File: src/shtqp_ram.sv
// ----------------------------------------------------------------------------
// Generic simple dual-port RAM
// One write port and one read port, read data registered.
// ----------------------------------------------------------------------------
module shtqp_ram #(
    parameter int WIDTH = 8,
    parameter int DEPTH = 16
) (
    input  logic                     clk,
    input  logic                     wr_en,
    input  logic [$clog2(DEPTH)-1:0] wr_addr,
    input  logic [WIDTH-1:0]         wr_data,
    input  logic                     rd_en,
    input  logic [$clog2(DEPTH)-1:0] rd_addr,
    output logic [WIDTH-1:0]         rd_data
);

    logic [WIDTH-1:0] mem [DEPTH];

    always_ff @(posedge clk)
    begin
        if (wr_en)
        begin
            mem[wr_addr] <= wr_data;
        end
        if (rd_en)
        begin
            rd_data <= mem[rd_addr];
        end
    end

endmodule

File: config.mk
export PLATFORM = sky130hd
export DESIGN_NAME = shtqp_ram
export DESIGN_NICKNAME = d
export VERILOG_FILES = /design/src/shtqp_ram.sv
export SDC_FILE = /design/constraint.sdc
export NUM_CORES = 1
export LEC_CHECK = 0
export ABC_AREA = 1
export BUFFER_PORTS_ARGS = -buffer_cell sky130_fd_sc_hd__buf_2
export CORE_ASPECT_RATIO = 1.25
export CORE_UTILIZATION = 45
export CTS_CLUSTER_SIZE = 20
export DETAILED_ROUTE_END_ITERATION = 8
export GPL_ROUTABILITY_DRIVEN = 0
export PLACE_DENSITY = 0.6
export SYNTH_ARGS = -nofsm -noshare
export SYNTH_HDL_FRONTEND = slang
export SYNTH_SLANG_ARGS = --single-unit
File: constraint.sdc
create_clock -name clk -period 1.3 [get_ports clk]
set_clock_uncertainty 0.15 [all_clocks]
set_input_delay 0 -clock clk [delete_from_list [all_inputs] [get_ports clk]]
set_output_delay 0 -clock clk [all_outputs]
set_load 0.02 [all_outputs]
==> summary.md <==
| Metric | Value |
|---|---|
| CTS tree | `yes` |
| Syn_area_per_cell | `between 10 and 15 µm²` |
| Worst-Margin Slew | `0.620 ns` |
| Root Driver | `clkbuf_16` |
| Area of the multi-input gates | `1270 µm²` |
| MaxCap Viol Count | `0` |
| DRC violations left | `0` |
| Reg area | `~4100 µm²` |
| Post-synth cell types | `11` |
| Sequential element share of the synthesized area | `0.698` |
| # port buffers | `26` |
| Antenna violations before repair | `0` |
| Sw frac | `0.211` |
| Nets | `630` |
| P_leak | `about 3.1 nW` |
| Number of global-route vias before repair | `3937` |
| Final hold vios | `0` |
| Row count | `46` |
| Arrival @ worst endpoint | `roughly 1.3 ns` |
| Largest net degree at the start of global routing | `37` |
| Crit Reg-Reg Startpoint | `mem[7][7]` |
| Global route overflow | `0` |
| Layout filler cell count | `between 1000 and 1500` |
| Ys Warns | `0` |
| DR pass1 iterations | `5` |
| Die area | `13500 µm²` |
| I/O Pins | `27` |
| Crit Reg-Reg Endpoint | `rd_data[7]` |
| Antenna Cells | `0` |
| Initial Utilization | `0.462` |
| Synthesized flop and latch total | `between 100 and 150` |
| P_int | `8.36 mW` |
| Fraction of layout cells with a size suffix above 1 | `0.157` |
| Worst skew pair latency | `about 0.42 ns` |
| Final worst setup slack | `0.0321 ns` |
| Status | `finished, final reports clean` |
| Sw power | `approximately 2.2 mW` |
| Upper clock frequency limit | `approximately 800 MHz` |
| Synth area leaders | `edfxtp_1, nand2_1, nand3_1` |
| Num CTS Buffers | `17` |
| Layout area overhead | `21.0%` |
| First-pass GRT wire length | `20800 µm` |
| Period utilization | `0.975` |
| DRT iter0 DRCs | `between 200 and 300` |
| Crit-path max FO | `1` |
| Detail Placement HPWL | `between 8000 and 9000 µm` |
| Crit path time final | `between 1 and 1.5 ns` |
| Max-slew violations | `0` |
| Setup crit end | `rd_data[7]` |
| Worst Reg-to-Reg Cells | `6` |
| Postcts setup bufs | `0` |
| Placed insts | `749` |
| Drt wl/cell | `16.5 µm` |
| DR vias/cell | `slightly below 5` |
| Mapped Cells | `551` |
| Clock Sinks | `approximately 140` |
| Seq pwr share | `0.469` |
| Worst reg-to-reg setup slack | `0.03 ns` |
| Kind of end point of the critical path | `flip-flop` |
| Critical Path Start | `mem[7][7]` |
| Synthesized cell area | `5850 µm²` |
| Die W | `approximately 100 µm` |
| Place WS | `-0.0809 ns` |
| RSZ-0062 raised after global routing | `true` |
| Total core area | `around 13000 µm²` |
| H-tree depth | `4` |
| Synth top area share | `0.698` |
| DP Area | `6290 µm²` |
| # setup viols final | `0` |
| Die height | `~130 µm` |
| Setup_tns | `0 ns` |
| Peak VDD IR | `between 900 and 1000 µV` |
| Reg clk slew, reported paths | `roughly 0.060 ns` |
| Required time worst endpoint | `~1.3 ns` |
| Crit path kind | `flip-flop to flip-flop` |
| Rel. slew slack | `0.586` |
| Clock share of power | `0.466` |
| WHS | `a little over 0.08 ns` |
| Longest Clk Path Bufs | `2` |
| Global Route Usage Sum | `0.216` |
| Logic pwr share | `0.065` |
| Routed Antenna Nets | `0` |
| Post-Layout Cell Count | `between 700 and 800` |
| Pwr dens | `1500 nW/µm²` |
| Total Wirelength | `13100 µm` |
| Fin area | `just over 7000 µm²` |
| Post-synth top area cell | `edfxtp_1` |
| Min-delay worst type | `input port to flip-flop` |
| Routed vias | `3934` |
| Post-synthesis net count | `570` |
| Worst setup SP type | `flip-flop` |
## worst min-delay path by stage
stage          slack, ns          to  depth (start not counted)        from
5_1_grt             0.13   mem[6][7]                          4  wr_addr[2]
4_1_cts             0.08   mem[2][2]                          4       wr_en
6_report            0.08   mem[2][7]                          4       wr_en
3_5_place_dp        0.22  rd_data[3]                          1       rd_en
2_1_floorplan      -0.05   mem[0][0]                          0  wr_data[0]
3_3_place_gp        0.20  rd_data[2]                          1       rd_en
## power groups by stage
stage	registers (mW)	logic [mW]	clock network [mW]
floorplan	5.08	0.346	0
finish	4.97	0.689	4.94
detailed placement	5.06	0.647	0
CTS	4.97	0.676	5.01
global placement	5.05	0.640	0
global route	4.97	0.766	5.18
## metal layers
metal / global-route usage / wire length (µm) / up-vias
li1: - / - / 1899
met1: 0.251 / 5370 / 1907
met2: 0.386 / 6820 / 103
met3: 0.0372 / 539 / 25
met4: 0.113 / 371 / 0
met5: 0 / 0 / -
## timing repair
item,CTS,global route
hold buffers,11,0
setup endpoints to repair,0,8
endpoints found under the hold margin,144,0
gates resized for setup,0,12
## stage by stage
stage	utilization	total power, mW
global placement	0.497	5.69
detailed placement	0.497	5.70
global route	0.558	10.9
floorplan	-	5.43
CTS	0.554	10.7
finish	0.558	10.6
## worst max-delay path, cell delays in order (launching register included)
cell and delay, ns:
edfxtp_1 0.36, nand2_1 0.07, nand2_1 0.05, nand2_1 0.08, nand3_2 0.12, nand3_2 0.12
nand2_1 0.07
## kinds of logic (layout without fill, tap and decap cells)
group         after synthesis  after routing  share of synthesized area
simple gates              289            289                      0.208
flops                     136            136                      0.698
buf+inv                   126            199                     0.0939
## placed cells by master (no fill, tap or decap), drive strengths merged
master       count
clkinv           6
bufinv           4
clkinvlp         2
inv            103
nand3b           2
clkbuf          19
nand3           97
nor2            17
buf             54
edfxtp         136
nand2          173
dlygate4sd3     11
## area by class of cell
| class | count | share of cell area |
|---|---|---|
| clock buffers | 19 | 0.0612 |
| inverters | 102 | 0.0541 |
| clock inverters | 13 | 0.0251 |
| flip-flops and latches | 136 | 0.577 |
| well taps | 168 | 0.0297 |
| multi-input cells | 289 | 0.180 |
| repair buffers | 65 | 0.0725 |
## synthesized netlist by cell type, drive strengths merged
master,instances
buf,24
edfxtp,136
inv,102
nand2,173
nand3,97
nand3b,2
nor2,17
## state kept, by name, indices dropped and copies added, names as in the netlist
name,flops
mem,128
rd_data,8
(Power assumes the default switching activity.)
